[src/hdl/lag_pkg.sv]
// ----------------------------------------------------------------------------
// lag_pkg
// Shared sizes, codes and controller/datapath interface types for the
// B3/S23 life board.
// ----------------------------------------------------------------------------
package lag_pkg;

  localparam int ROWS   = 64;
  localparam int COLS   = 64;
  localparam int ROW_AW = $clog2(ROWS);
  localparam int COL_AW = $clog2(COLS);
  localparam int ROW_CW = $clog2(ROWS + 1);
  // coordinate fields are 6 bits; widened so any board size compares cleanly
  localparam int ROW_XW = ROW_AW + 6;
  localparam int COL_XW = COL_AW + 6;

  typedef enum logic [1:0] {
    OP_WRITE   = 2'd0,
    OP_READ    = 2'd1,
    OP_ADVANCE = 2'd2
  } op_t;

  typedef enum logic [1:0] {
    WS_CLEAR,
    WS_GEN,
    WS_CELL
  } wsel_t;

  typedef enum logic [3:0] {
    ST_CLEAR,
    ST_IDLE,
    ST_DECODE,
    ST_CELL,
    ST_GEN_INIT,
    ST_GEN_FIRST,
    ST_GEN_RUN,
    ST_GEN_TAIL,
    ST_DONE
  } state_t;

  typedef struct packed {
    logic  item_load;
    logic  decode;
    logic  rd_en;
    logic  rd_item;
    logic  gen_start;
    logic  gen_shift;
    logic  gen_tail;
    logic  wr_en;
    wsel_t wr_sel;
    logic  cell_capture;
    logic  out_load;
  } cmd_t;

  typedef struct packed {
    logic is_access;
    logic in_range;
    logic is_advance;
    logic scan_done;
    logic wrow_last;
    logic out_free;
  } status_t;

endpackage

[src/hdl/lag_ctrl.sv]
// ----------------------------------------------------------------------------
// lag_ctrl
// Sequencer for the life board: reset clear sweep, cell access and the
// row-by-row generation sweep.
// ----------------------------------------------------------------------------
module lag_ctrl (
  input  logic             clk,
  input  logic             rst,
  input  logic             in_valid,
  output logic             in_stall,
  input  lag_pkg::status_t status,
  output lag_pkg::cmd_t    cmd
);

  lag_pkg::state_t state;
  lag_pkg::state_t state_next;

  always_ff @(posedge clk) begin
    if (rst) begin
      state <= lag_pkg::ST_CLEAR;
    end else begin
      state <= state_next;
    end
  end

  assign in_stall = (state != lag_pkg::ST_IDLE);

  always_comb begin
    state_next = state;
    case (state)
      lag_pkg::ST_CLEAR: begin
        if (status.wrow_last) state_next = lag_pkg::ST_IDLE;
      end
      lag_pkg::ST_IDLE: begin
        if (in_valid) state_next = lag_pkg::ST_DECODE;
      end
      lag_pkg::ST_DECODE: begin
        if (status.is_access && status.in_range) begin
          state_next = lag_pkg::ST_CELL;
        end else if (status.is_advance) begin
          state_next = lag_pkg::ST_GEN_INIT;
        end else begin
          state_next = lag_pkg::ST_DONE;
        end
      end
      lag_pkg::ST_CELL:      state_next = lag_pkg::ST_DONE;
      lag_pkg::ST_GEN_INIT:  state_next = lag_pkg::ST_GEN_FIRST;
      lag_pkg::ST_GEN_FIRST: state_next = lag_pkg::ST_GEN_RUN;
      lag_pkg::ST_GEN_RUN: begin
        if (status.scan_done) state_next = lag_pkg::ST_GEN_TAIL;
      end
      lag_pkg::ST_GEN_TAIL:  state_next = lag_pkg::ST_DONE;
      lag_pkg::ST_DONE: begin
        if (status.out_free) state_next = lag_pkg::ST_IDLE;
      end
      default: state_next = lag_pkg::ST_IDLE;
    endcase
  end

  always_comb begin
    cmd = '0;
    cmd.wr_sel = lag_pkg::WS_GEN;
    case (state)
      lag_pkg::ST_CLEAR: begin
        cmd.wr_en  = 1'b1;
        cmd.wr_sel = lag_pkg::WS_CLEAR;
      end
      lag_pkg::ST_IDLE: begin
        cmd.item_load = in_valid;
      end
      lag_pkg::ST_DECODE: begin
        cmd.decode    = 1'b1;
        cmd.rd_en     = status.is_access && status.in_range;
        cmd.rd_item   = 1'b1;
        cmd.gen_start = status.is_advance;
      end
      lag_pkg::ST_CELL: begin
        // write is a read-modify-write of the whole row
        cmd.cell_capture = 1'b1;
        cmd.wr_sel       = lag_pkg::WS_CELL;
      end
      lag_pkg::ST_GEN_INIT: begin
        cmd.rd_en = 1'b1;
      end
      lag_pkg::ST_GEN_FIRST: begin
        cmd.gen_shift = 1'b1;
        cmd.rd_en     = !status.scan_done;
      end
      lag_pkg::ST_GEN_RUN: begin
        cmd.gen_shift = 1'b1;
        cmd.wr_en     = 1'b1;
        cmd.rd_en     = !status.scan_done;
      end
      lag_pkg::ST_GEN_TAIL: begin
        cmd.gen_tail = 1'b1;
        cmd.wr_en    = 1'b1;
      end
      lag_pkg::ST_DONE: begin
        cmd.out_load = status.out_free;
      end
      default: cmd = '0;
    endcase
  end

endmodule

[config.mk]
export PLATFORM = sky130hd
export DESIGN_NAME = lag_ctrl
export DESIGN_NICKNAME = d
export VERILOG_FILES = /design/src/hdl/lag_pkg.sv /design/src/hdl/lag_ctrl.sv
export SDC_FILE = /design/constraint.sdc
export NUM_CORES = 1
export LEC_CHECK = 0
export CORE_MARGIN = 2
export CORE_UTILIZATION = 30
export DETAILED_ROUTE_END_ITERATION = 7
export DONT_BUFFER_PORTS = 1
export PLACE_DENSITY_LB_ADDON = 0.05
export SLEW_MARGIN = 20
export SYNTH_ARGS = -nofsm -noshare
export SYNTH_HDL_FRONTEND = slang
export SYNTH_SLANG_ARGS = --single-unit
export TNS_END_PERCENT = 50
[constraint.sdc]
create_clock -name clk -period 1.73 [get_ports clk]
set_clock_uncertainty 0.15 [all_clocks]
set_input_delay 0.173 -clock clk [delete_from_list [all_inputs] [get_ports clk]]
set_output_delay 0.173 -clock clk [all_outputs]
set_load 0.1 [all_outputs]
==> impl_results.rst, run 1 <==
.. list-table::
   :header-rows: 1

   * - Metric
     - Value
   * - Share of synthesized cell area in full adder, half adder and majority cells
     - 0
   * - Post-synthesis compound-gate area fraction
     - 0.310
   * - Instance count of the mapped netlist
     - 57
   * - Total routing usage reported by global routing
     - 0.163
   * - Most frequent cells after synthesis
     - 8 x sky130_fd_sc_hd__a21oi_1, 6 x sky130_fd_sc_hd__nor2_1, 4 x sky130_fd_sc_hd__dfxtp_1, 3 x sky130_fd_sc_hd__and3_1
   * - Overall die width
     - roughly 42 um
   * - Ordered cell list for the critical path
     - and2b_1 > or3b_4 > a21oi_4 > buf_12
   * - Fin worst setup slack
     - -0.0645 ns
   * - Number of cells in the design after placement
     - 83
   * - Result of the run
     - finished, violations left
   * - Kind of start point of the critical path
     - register
   * - Max stage delay on crit path
     - approximately 0.39 ns
   * - Boundary pin count
     - 22
   * - Maximum net fanout on the critical path
     - 2
   * - Final Non-Filler Cells
     - 90
   * - Synth Area in Simple Gates
     - 0.383
   * - Diode insertion count for antenna repair
     - 0
   * - Antenna violations before repair
     - 0
   * - Total number of nets in the final design
     - 86
   * - Total clock buffers created by CTS
     - 3
   * - Number of synthesized flops with an enable pin
     - 0
   * - Via count of the first global-routing pass
     - slightly above 500
   * - Max VDD drop
     - 1.01 mV
   * - Wire length of the first global-routing pass
     - between 2000 and 2500 um
   * - Share of Yosys cell area claimed by the top area cell type
     - 0.180
   * - Met1 Resource Use GR
     - 0.175
   * - Post-synth top flop
     - sky130_fd_sc_hd__dfxtp_1
   * - Nets in the synthesized netlist
     - between 60 and 70
   * - Total wirelength of the detailed-routed design
     - about 1300 um
   * - Power, Total
     - between 900 and 1000 uW
   * - Ratio of cells with drive above 1 in the final layout
     - 0.573
   * - Detail Placement HPWL
     - 965 um
   * - Detailed Routing Iterations Pass 1
     - 6
   * - Routability Congestion
     - roughly 0.8
   * - Leading cell types by total area after synthesis
     - sky130_fd_sc_hd__dfxtp_1 18%, sky130_fd_sc_hd__a21oi_1 9.0%, sky130_fd_sc_hd__buf_6 5.1%, sky130_fd_sc_hd__nor2_1 5.1%, sky130_fd_sc_hd__and3_1 4.2%
   * - Starting DRC count in detailed routing
     - 10
   * - Fill cells
     - between 100 and 150
   * - Violated checks
     - setup timing
   * - Grt total ovfl
     - 0
   * - Total area of sequential cells
     - 90.1 um2
   * - # DRC
     - 0
   * - Unique cell type count in the Yosys netlist
     - 33
   * - Mean cell area of the mapped netlist
     - about 7.8 um2
   * - Worst path buffer plus inverter count
     - 1
   * - Critical Path Sink Type
     - output port
   * - Worst min-delay path class
     - in -> reg
   * - Slowest CP cell
     - sky130_fd_sc_hd__or3b_4
   * - Maximum buffer depth of the clock tree
     - 2
   * - Post-synthesis share of cell area spent on xor and xnor gates
     - 0
   * - Placeable core region
     - 0.00135 mm2
   * - Multiplexer area fraction after synthesis
     - 0.0225
   * - Count of endpoints failing hold in the final timing report
     - 0
   * - Number of H-tree levels
     - 1
   * - Area added between synthesis and finish
     - 81.4%
   * - Starting utilization of the core area
     - 0.329
   * - Worst setup path category
     - reg -> out
   * - Top delay family on crit path
     - simple AND/OR/NAND/NOR gates
   * - Register ranked first by flip-flop count
     - state
   * - Main combinational cell family by area after synthesis
     - simple AND/OR/NAND/NOR gates
   * - Leakage power
     - ~0.00031 uW
   * - Max FFs per register
     - 4
   * - Final worst-path cycle share
     - 1.04
   * - Most Used Layer, Global Route
     - met2
   * - Maximum operating frequency
     - around 560 MHz
   * - Total number of vias
     - between 500 and 600
   * - Vertical extent of the die
     - between 40 and 50 um
   * - M3 GR Usage
     - 0.0517
   * - Die Footprint
     - ~0.0018 mm2
   * - Number of rows created at floorplan
     - 13
   * - Number of I/O port buffers
     - 0
   * - Mapped Area
     - 444 um2
   * - Clock tree from TritonCTS
     - yes
   * - Root buf cell
     - sky130_fd_sc_hd__clkbuf_4
   * - Final worst path period need
     - 1.79 ns
   * - Setup repair after global routing missed its margin
     - true
   * - Register clock-pin slew on the reported worst setup and hold paths
     - 0.04 ns
   * - Clock latency reported for the late side of the worst-skew pair
     - 0.25 ns
   * - Antenna violation net count after detailed routing
     - 0
   * - Most area-hungry cell type in the Yosys netlist
     - sky130_fd_sc_hd__dfxtp_1
   * - Total area of multi-input combinational cells
     - about 380 um2
   * - Max-slew violations
     - 0
   * - Slew headroom
     - 0.818
   * - Yosys Warn Count
     - 0
   * - PD cells
     - ~1200 mW/mm2
   * - Data required, critical path
     - approximately 1.4 ns
   * - Crit path DAT
     - between 1 and 1.5 ns
   * - Number of synthesized register bits
     - 4
   * - Part of the Yosys area used for sequential elements
     - 0.180
   * - Met2 demand-to-capacity share in global routing
     - 0.252
   * - Largest net degree at the start of global routing
     - 16
   * - Ratio of routed vias to standard cells
     - slightly below 6
   * - Slew of the pin with the lowest slew margin
     - around 0.27 ns
   * - Biggest regs
     - state x4
   * - Post-synthesis async set-or-reset flop share
     - 0
   * - Final setup fails
     - 2
   * - Post-detailed-route wirelength per cell
     - 14.8 um
   * - Maximum Capacitance Violations
     - 0
   * - Num Clock Sinks
     - 4
   * - Most frequently used cell type in the post-synthesis netlist
     - sky130_fd_sc_hd__a21oi_1
[placed cells by master (no fill, tap or decap), types with 2 or more instances in the layout]
cell type	netlist	routed
sky130_fd_sc_hd__nor2b_2	2	2
sky130_fd_sc_hd__a22oi_1	2	2
sky130_fd_sc_hd__a21oi_1	8	7
sky130_fd_sc_hd__nor3_1	2	2
sky130_fd_sc_hd__dfxtp_2	0	2
sky130_fd_sc_hd__nand2_1	2	2
sky130_fd_sc_hd__and2_2	2	2
sky130_fd_sc_hd__buf_12	0	9
sky130_fd_sc_hd__nor2_1	6	4
sky130_fd_sc_hd__and3_1	3	2
sky130_fd_sc_hd__buf_4	2	7
sky130_fd_sc_hd__clkbuf_4	0	3
sky130_fd_sc_hd__dfxtp_4	0	2
sky130_fd_sc_hd__dlygate4sd3_1	0	2
sky130_fd_sc_hd__nor2_2	1	2
[metal layers]
| metal | part of all wire | up-vias |
|---|---|---|
| met1 | 0.40 | 256 |
| met3 | 0.092 | 4 |
| met4 | 0.029 | 0 |
| li1 | - | 246 |
| met5 | 0 | - |
| met2 | 0.48 | 24 |
[metrics by stage]
stage               hold WS [ns]  utilization  TNS, ns  worst slack (ns)  instance area [um2]
global placement          0.0867        0.535        0             0.115                  722
detailed placement        0.0884        0.535        0            0.0908                  722
floorplan                 0.0847            -    -3.02            -0.629                  490
global route              0.0139        0.597   -0.377            -0.105                  806
CTS                      0.00157        0.588   -0.128            -0.101                  793
finish                   0.00735        0.597  -0.0961           -0.0645                  806
[worst paths after layout]
kind | start | endpoint | slack, ns | cells past startpoint
worst max-delay path | state[2] | cmd[9] | -0.06 | 4
worst min-delay path | rst | state[0] | 0.007 | 2
worst max register to register | state[2] | state[3] | 0.35 | 5
worst min register to register | state[3] | state[1] | 0.40 | 1
[report_power, final]
group	internal, uW	total (uW)	leakage, uW	switching [uW]
clock network	78.1	124	0.0000138	45.9
registers	109	151	0.0000350	41.8
logic	250	695	0.000266	445
[cells by family after synthesis]
family	count (synthesis)
simple gates	27
compound gates	19
buf+inv	6
flops	4
mux	1
[area by class of cell]
cell class / instances / share of cell area
well taps: 15 / 0.0233
inverters: 1 / 0.00466
repair buffers: 20 / 0.362
multi-input cells: 47 / 0.470
flip-flops and latches: 4 / 0.112
clock buffers: 3 / 0.0280
[what timing repair did]
| action | in CTS | in global routing |
|---|---|---|
| resized for setup | 6 | 1 |
| pin swaps | 3 | 1 |
| endpoints found under the setup margin | 10 | 7 |
| endpoints found under the hold margin | 3 | 0 |
| hold buffers | 2 | 0 |
| setup buffers | 1 | 1 |
Power figures use the tool's default switching activity.
==> inputs of run 2 (changes only) <==
--- a/config.mk
+++ b/config.mk
@@ -5,9 +5,10 @@
 export SDC_FILE = /design/constraint.sdc
 export NUM_CORES = 1
 export LEC_CHECK = 0
-export CORE_MARGIN = 2
-export CORE_UTILIZATION = 30
+export ABC_AREA = 1
+export CORE_AREA = 2 2 39 41
 export DETAILED_ROUTE_END_ITERATION = 7
+export DIE_AREA = 0 0 41 43
 export DONT_BUFFER_PORTS = 1
 export PLACE_DENSITY_LB_ADDON = 0.05
 export SLEW_MARGIN = 20
==> impl_results.rst, run 2 <==
.. list-table::
   :header-rows: 1

   * - Metric
     - Value
   * - Overall die width
     - ~41 um
   * - Total number of vias
     - 460
   * - Max-slew violations
     - 0
   * - Max FFs per register
     - 4
   * - Post-synthesis compound-gate area fraction
     - 0.102
   * - Leakage power
     - roughly 0.00035 uW
   * - Post-detailed-route wirelength per cell
     - around 10 um
   * - Placeable core region
     - 0.00138 mm2
   * - Mapped Area
     - 382 um2
   * - Vertical extent of the die
     - 43 um
   * - Top delay family on crit path
     - flip-flops
   * - Antenna violations before repair
     - 0
   * - Diode insertion count for antenna repair
     - 0
   * - Number of rows created at floorplan
     - 14
   * - Number of synthesized flops with an enable pin
     - 0
   * - Starting DRC count in detailed routing
     - 4
   * - Detailed Routing Iterations Pass 1
     - 3
   * - Number of synthesized register bits
     - 4
   * - Part of the Yosys area used for sequential elements
     - 0.210
   * - Share of Yosys cell area claimed by the top area cell type
     - 0.210
   * - Total wirelength of the detailed-routed design
     - approximately 1100 um
   * - Unique cell type count in the Yosys netlist
     - 16
   * - Clock latency reported for the late side of the worst-skew pair
     - ~0.23 ns
   * - Number of H-tree levels
     - 1
   * - Leading cell types by total area after synthesis
     - sky130_fd_sc_hd__dfxtp_1 21%, sky130_fd_sc_hd__nand3_1 12%, sky130_fd_sc_hd__nor2_1 12%, sky130_fd_sc_hd__inv_1 11%, sky130_fd_sc_hd__nand2_1 9.8%
   * - Post-synthesis share of cell area spent on xor and xnor gates
     - 0
   * - Num Clock Sinks
     - 4
   * - Synth Area in Simple Gates
     - 0.521
   * - Detail Placement HPWL
     - about 900 um
   * - Nets in the synthesized netlist
     - 74
   * - Multiplexer area fraction after synthesis
     - 0
   * - Wire length of the first global-routing pass
     - about 1700 um
   * - Clock tree from TritonCTS
     - yes
   * - Slew of the pin with the lowest slew margin
     - between 0.2 and 0.3 ns
   * - Instance count of the mapped netlist
     - 65
   * - Post-synthesis async set-or-reset flop share
     - 0
   * - Most frequently used cell type in the post-synthesis netlist
     - sky130_fd_sc_hd__nor2_1
   * - Max VDD drop
     - ~0.76 mV
   * - Most frequent cells after synthesis
     - 12 x sky130_fd_sc_hd__nor2_1, 11 x sky130_fd_sc_hd__inv_1, 10 x sky130_fd_sc_hd__nand2_1, 9 x sky130_fd_sc_hd__nand3_1
   * - Root buf cell
     - sky130_fd_sc_hd__clkbuf_4
   * - Routability Congestion
     - 0.778
   * - Worst min-delay path class
     - in -> reg
   * - PD cells
     - around 1700 mW/mm2
   * - Boundary pin count
     - 22
   * - Total number of nets in the final design
     - 96
   * - Antenna violation net count after detailed routing
     - 0
   * - Register ranked first by flip-flop count
     - state
   * - Total clock buffers created by CTS
     - 3
   * - Yosys Warn Count
     - 0
   * - Power, Total
     - 1310 uW
   * - Maximum operating frequency
     - between 600 and 700 MHz
   * - Slowest CP cell
     - sky130_fd_sc_hd__dfxtp_2
   * - Share of synthesized cell area in full adder, half adder and majority cells
     - 0
   * - Most area-hungry cell type in the Yosys netlist
     - sky130_fd_sc_hd__dfxtp_1
   * - Area added between synthesis and finish
     - 98.7%
   * - Number of I/O port buffers
     - 0
   * - Commonest non-fill, non-tap cells in the layout
     - 11 x sky130_fd_sc_hd__inv_1, 9 x sky130_fd_sc_hd__nand2_1, 9 x sky130_fd_sc_hd__buf_12
   * - Total negative setup slack
     - 0 ns
   * - Die Footprint
     - approximately 0.0018 mm2
   * - Mean cell area of the mapped netlist
     - a little under 6 um2
   * - Slew headroom
     - 0.817
   * - Maximum Capacitance Violations
     - 0
   * - Result of the run
     - finished clean
   * - Ratio of cells with drive above 1 in the final layout
     - 0.541
   * - Final setup fails
     - 0
   * - Ordered cell list for the critical path
     - inv_4 > nor2_4 > nand2_1 > o221ai_4 > buf_12
   * - Starting utilization of the core area
     - 0.276
   * - Maximum net fanout on the critical path
     - 5
   * - Post-synth top flop
     - sky130_fd_sc_hd__dfxtp_1
   * - Total routing usage reported by global routing
     - 0.145
   * - Largest net degree at the start of global routing
     - 6
   * - Worst path buffer plus inverter count
     - 2
   * - Biggest regs
     - state x4
   * - Ratio of routed vias to standard cells
     - 4.55
   * - Maximum buffer depth of the clock tree
     - 2
   * - Via count of the first global-routing pass
     - approximately 430
   * - # DRC
     - 0
   * - Final worst-path cycle share
     - 0.949
   * - Grt total ovfl
     - 0
   * - Register clock-pin slew on the reported worst setup and hold paths
     - roughly 0.040 ns
   * - Worst setup path category
     - reg -> out
   * - Crit path DAT
     - roughly 1.3 ns
   * - Setup repair after global routing missed its margin
     - false
   * - Final worst path period need
     - 1.64 ns
   * - Data required, critical path
     - 1.41 ns
   * - Most common library cell in the layout ignoring fill and taps
     - sky130_fd_sc_hd__inv_1
   * - WHS
     - roughly 0.025 ns
   * - Critical Path Sink Type
     - output port
   * - Count of endpoints failing hold in the final timing report
     - 0
   * - Main combinational cell family by area after synthesis
     - simple AND/OR/NAND/NOR gates
   * - Max stage delay on crit path
     - about 0.36 ns
   * - Kind of start point of the critical path
     - register
## run 2: cell types whose count changed after synthesis, moves of 3 or more
cell	previous run	this run
sky130_fd_sc_hd__nor2_1	6	12
sky130_fd_sc_hd__nand3_1	1	9
sky130_fd_sc_hd__nand2_1	2	10
sky130_fd_sc_hd__nand2_2	0	3
sky130_fd_sc_hd__inv_1	0	11
sky130_fd_sc_hd__inv_2	1	4
sky130_fd_sc_hd__and3_1	3	0
sky130_fd_sc_hd__a21oi_1	8	3
## run 2: routing by layer
metal,part of all wire,up-vias,global-route usage
met2,0.50,9,0.194
met5,0,-,0
met1,0.46,207,0.217
li1,-,244,-
met3,0.033,0,0.0314
met4,0,0,0.0600
## run 2: final timing paths
kind / slack [ns] / cells after the start / start / end
max: 0.09 / 5 / state[2] / cmd[9]
min: 0.02 / 3 / status[2] / state[1]
max reg2reg: 0.22 / 8 / state[1] / state[0]
min reg2reg: 0.46 / 3 / state[3] / state[2]
## run 2: cell families after synthesis
logic type | count (synthesis)
AND/OR/NAND/NOR | 39
buffers and inverters | 16
AO/OA/AOI/OAI | 6
flip-flops | 4
## run 2: where the power goes
group          total [uW]  switching, uW  leakage (uW)  internal [uW]
Combinational        1040            715      0.000300            325
Sequential            159           40.5     0.0000346            118
Clock                 110           32.3     0.0000138           77.2
Total                1310            788      0.000349            520
## run 2: what timing repair did
action	CTS	global route
endpoints found under the setup margin	3	6
endpoints found under the hold margin	4	0
pin swaps	0	1
setup buffers	0	2
gates resized for setup	2	7
hold buffers	1	0
## run 2: worst reg2reg max path, stage by stage (launching register included)
cell,delay (ns)
sky130_fd_sc_hd__dfxtp_4,0.39
sky130_fd_sc_hd__inv_2,0.07
sky130_fd_sc_hd__nor2_1,0.12
sky130_fd_sc_hd__nand3b_1,0.16
sky130_fd_sc_hd__buf_4,0.18
sky130_fd_sc_hd__buf_4,0.12
sky130_fd_sc_hd__nand3_1,0.08
sky130_fd_sc_hd__nand2_1,0.06
sky130_fd_sc_hd__a21oi_1,0.11
## run 2: cell type report
cell class | instances | area (um2)
sequential | 4 | 87.6
timing repair buffer | 18 | 278
tap | 16 | 20.0
fill | 138 | 626
multi-input combinational | 45 | 292
clock buffer | 3 | 22.5
inverter | 15 | 58.8
## run 2: per-stage QoR
step | instance area, um2 | setup slack [ns] | util | instances
after floorplan | 412 | -0.790 | - | 65
after global placement | 686 | 0.187 | 0.495 | 95
after detailed placement | 686 | 0.201 | 0.495 | 95
after CTS | 723 | -0.0163 | 0.523 | 99
after global routing | 758 | 0.0234 | 0.548 | 101
final | 758 | 0.0881 | 0.548 | 101
==> inputs of run 3 (changes only) <==
==> constraint.sdc (replaced) <==
create_clock -name clk -period 1.73 [get_ports clk]
set_clock_uncertainty 0.15 [all_clocks]
set_input_delay 0.346 -clock clk [delete_from_list [all_inputs] [get_ports clk]]
set_output_delay 0.346 -clock clk [all_outputs]
set_load 0.1 [all_outputs]
==> impl_results.rst, run 3 (same netlist as run 2, synthesis figures left out) <==
.. list-table::
   :header-rows: 1

   * - Metric
     - Value
   * - Result of the run
     - finished, violations left
   * - Violated checks
     - setup timing
   * - Register clock-pin slew on the reported worst setup and hold paths
     - around 0.040 ns
   * - Slew of the pin with the lowest slew margin
     - 0.282 ns
   * - Number of rows created at floorplan
     - 14
   * - Routability Congestion
     - 0.843
   * - Worst setup path category
     - reg -> out
   * - Total area of multi-input combinational cells
     - around 330 um2
   * - PD cells
     - about 1700 mW/mm2
   * - Total number of nets in the final design
     - 99
   * - # DRC
     - 0
   * - Final worst path period need
     - ~1.8 ns
   * - Setup repair after global routing missed its margin
     - true
   * - Post-detailed-route wirelength per cell
     - 10.5 um
   * - Kind of start point of the critical path
     - register
   * - Maximum operating frequency
     - roughly 550 MHz
   * - Vertical extent of the die
     - 43 um
   * - Total clock buffers created by CTS
     - 3
   * - Clock tree from TritonCTS
     - yes
   * - Placeable core region
     - between 0.001 and 0.0015 mm2
   * - Via count of the first global-routing pass
     - 460
   * - Leakage power
     - around 0.00038 uW
   * - Commonest non-fill, non-tap cells in the layout
     - 10 x sky130_fd_sc_hd__buf_12, 8 x sky130_fd_sc_hd__inv_1, 8 x sky130_fd_sc_hd__nand3_1
   * - Most common library cell in the layout ignoring fill and taps
     - sky130_fd_sc_hd__buf_12
   * - Final Non-Filler Cells
     - around 100
   * - Power, Total
     - around 1400 uW
   * - WHS
     - approximately 0.020 ns
   * - Antenna violation net count after detailed routing
     - 0
   * - Ordered cell list for the critical path
     - inv_4 > nor2_4 > nand2_2 > o221ai_4 > buf_12
   * - Number of H-tree levels
     - 1
   * - Largest net degree at the start of global routing
     - 6
   * - Maximum net fanout on the critical path
     - 4
   * - Slew headroom
     - 0.814
   * - Area added between synthesis and finish
     - 126%
   * - Final worst-path cycle share
     - 1.05
   * - Fill cells
     - between 100 and 150
   * - Max VDD drop
     - between 0.8 and 0.9 mV
   * - Grt total ovfl
     - 0
   * - Count of endpoints failing hold in the final timing report
     - 0
   * - Maximum Capacitance Violations
     - 0
   * - Number of I/O port buffers
     - 0
   * - Biggest regs
     - state x4
   * - Wire length of the first global-routing pass
     - between 1500 and 2000 um
   * - Total number of vias
     - about 460
   * - Ratio of cells with drive above 1 in the final layout
     - 0.625
   * - Data required, critical path
     - about 1.2 ns
   * - Detailed Routing Iterations Pass 1
     - 1
   * - Total routing usage reported by global routing
     - 0.154
   * - Ratio of routed vias to standard cells
     - 4.46
   * - Starting DRC count in detailed routing
     - 0
   * - Max-slew violations
     - 0
   * - Root buf cell
     - sky130_fd_sc_hd__clkbuf_4
   * - Die Footprint
     - 0.00176 mm2
   * - Clock latency reported for the late side of the worst-skew pair
     - between 0.2 and 0.25 ns
   * - Num Clock Sinks
     - 4
   * - Post-Route Utilization
     - 0.624
   * - Worst min-delay path class
     - in -> reg
   * - Boundary pin count
     - 22
   * - Critical Path Sink Type
     - output port
   * - Fin worst setup slack
     - -0.0925 ns
   * - Number of cells in the design after placement
     - roughly 100
   * - Detail Placement HPWL
     - between 900 and 1000 um
   * - Starting utilization of the core area
     - 0.276
   * - Placement Setup Slack
     - 0.0464 ns
   * - Overall die width
     - around 41 um
   * - Final setup fails
     - 6
   * - Diode insertion count for antenna repair
     - 0
   * - Worst path buffer plus inverter count
     - 2
   * - Slowest CP cell
     - sky130_fd_sc_hd__dfxtp_4
   * - Top delay family on crit path
     - flip-flops
   * - Max stage delay on crit path
     - approximately 0.36 ns
   * - Total wirelength of the detailed-routed design
     - ~1100 um
   * - Antenna violations before repair
     - 0
   * - Total area of sequential cells
     - 95.1 um2
   * - Crit path DAT
     - ~1.3 ns
   * - Register ranked first by flip-flop count
     - state
   * - Max FFs per register
     - 4
   * - Maximum buffer depth of the clock tree
     - 2
[run 3: timing repair]
action                     in CTS  in global routing
gates resized for setup        19                 10
setup endpoints to repair      12                 12
hold buffers                    0                  1
pin swaps                       2                  3
setup buffers                   1                  1
hold endpoints to repair        0                  1
[run 3: path summary, 6_finish.rpt]
check,start,slack (ns),to,cells after the start
setup / recovery,state[2],-0.09,cmd[9],5
hold / removal,rst,0.02,state[0],1
setup reg to reg,state[2],0.24,state[3],10
hold reg to reg,state[2],0.46,state[0],3
[run 3: power by group]
group / leakage (uW) / internal (uW) / switching [uW]
combinational: 0.000330 / 392 / 769
sequential: 0.0000356 / 121 / 33.5
clock: 0.0000138 / 77.4 / 34.8
[run 3: final cells by class]
type,count,area share
Clock buffer,3,0.0261
Inverter,15,0.0739
Multi-Input combinational cell,45,0.387
Sequential cell,4,0.110
Tap cell,16,0.0232
Timing Repair Buffer,21,0.380
[run 3: stage by stage]
step                instance area [um2]  TNS [ns]
floorplan                           419     -7.35
finish                              863    -0.355
global route                        863     -1.08
detailed placement                  726         0
global placement                    726         0
CTS                                 817    -0.350
[run 3: routing by layer]
| metal | track usage | vias up | wire, um |
|---|---|---|---|
| met5 | 0 | - | 0 |
| met4 | 0.100 | 0 | 0 |
| met3 | 0.0366 | 0 | 44 |
| met2 | 0.234 | 8 | 612 |
| met1 | 0.181 | 201 | 438 |
| li1 | - | 255 | - |
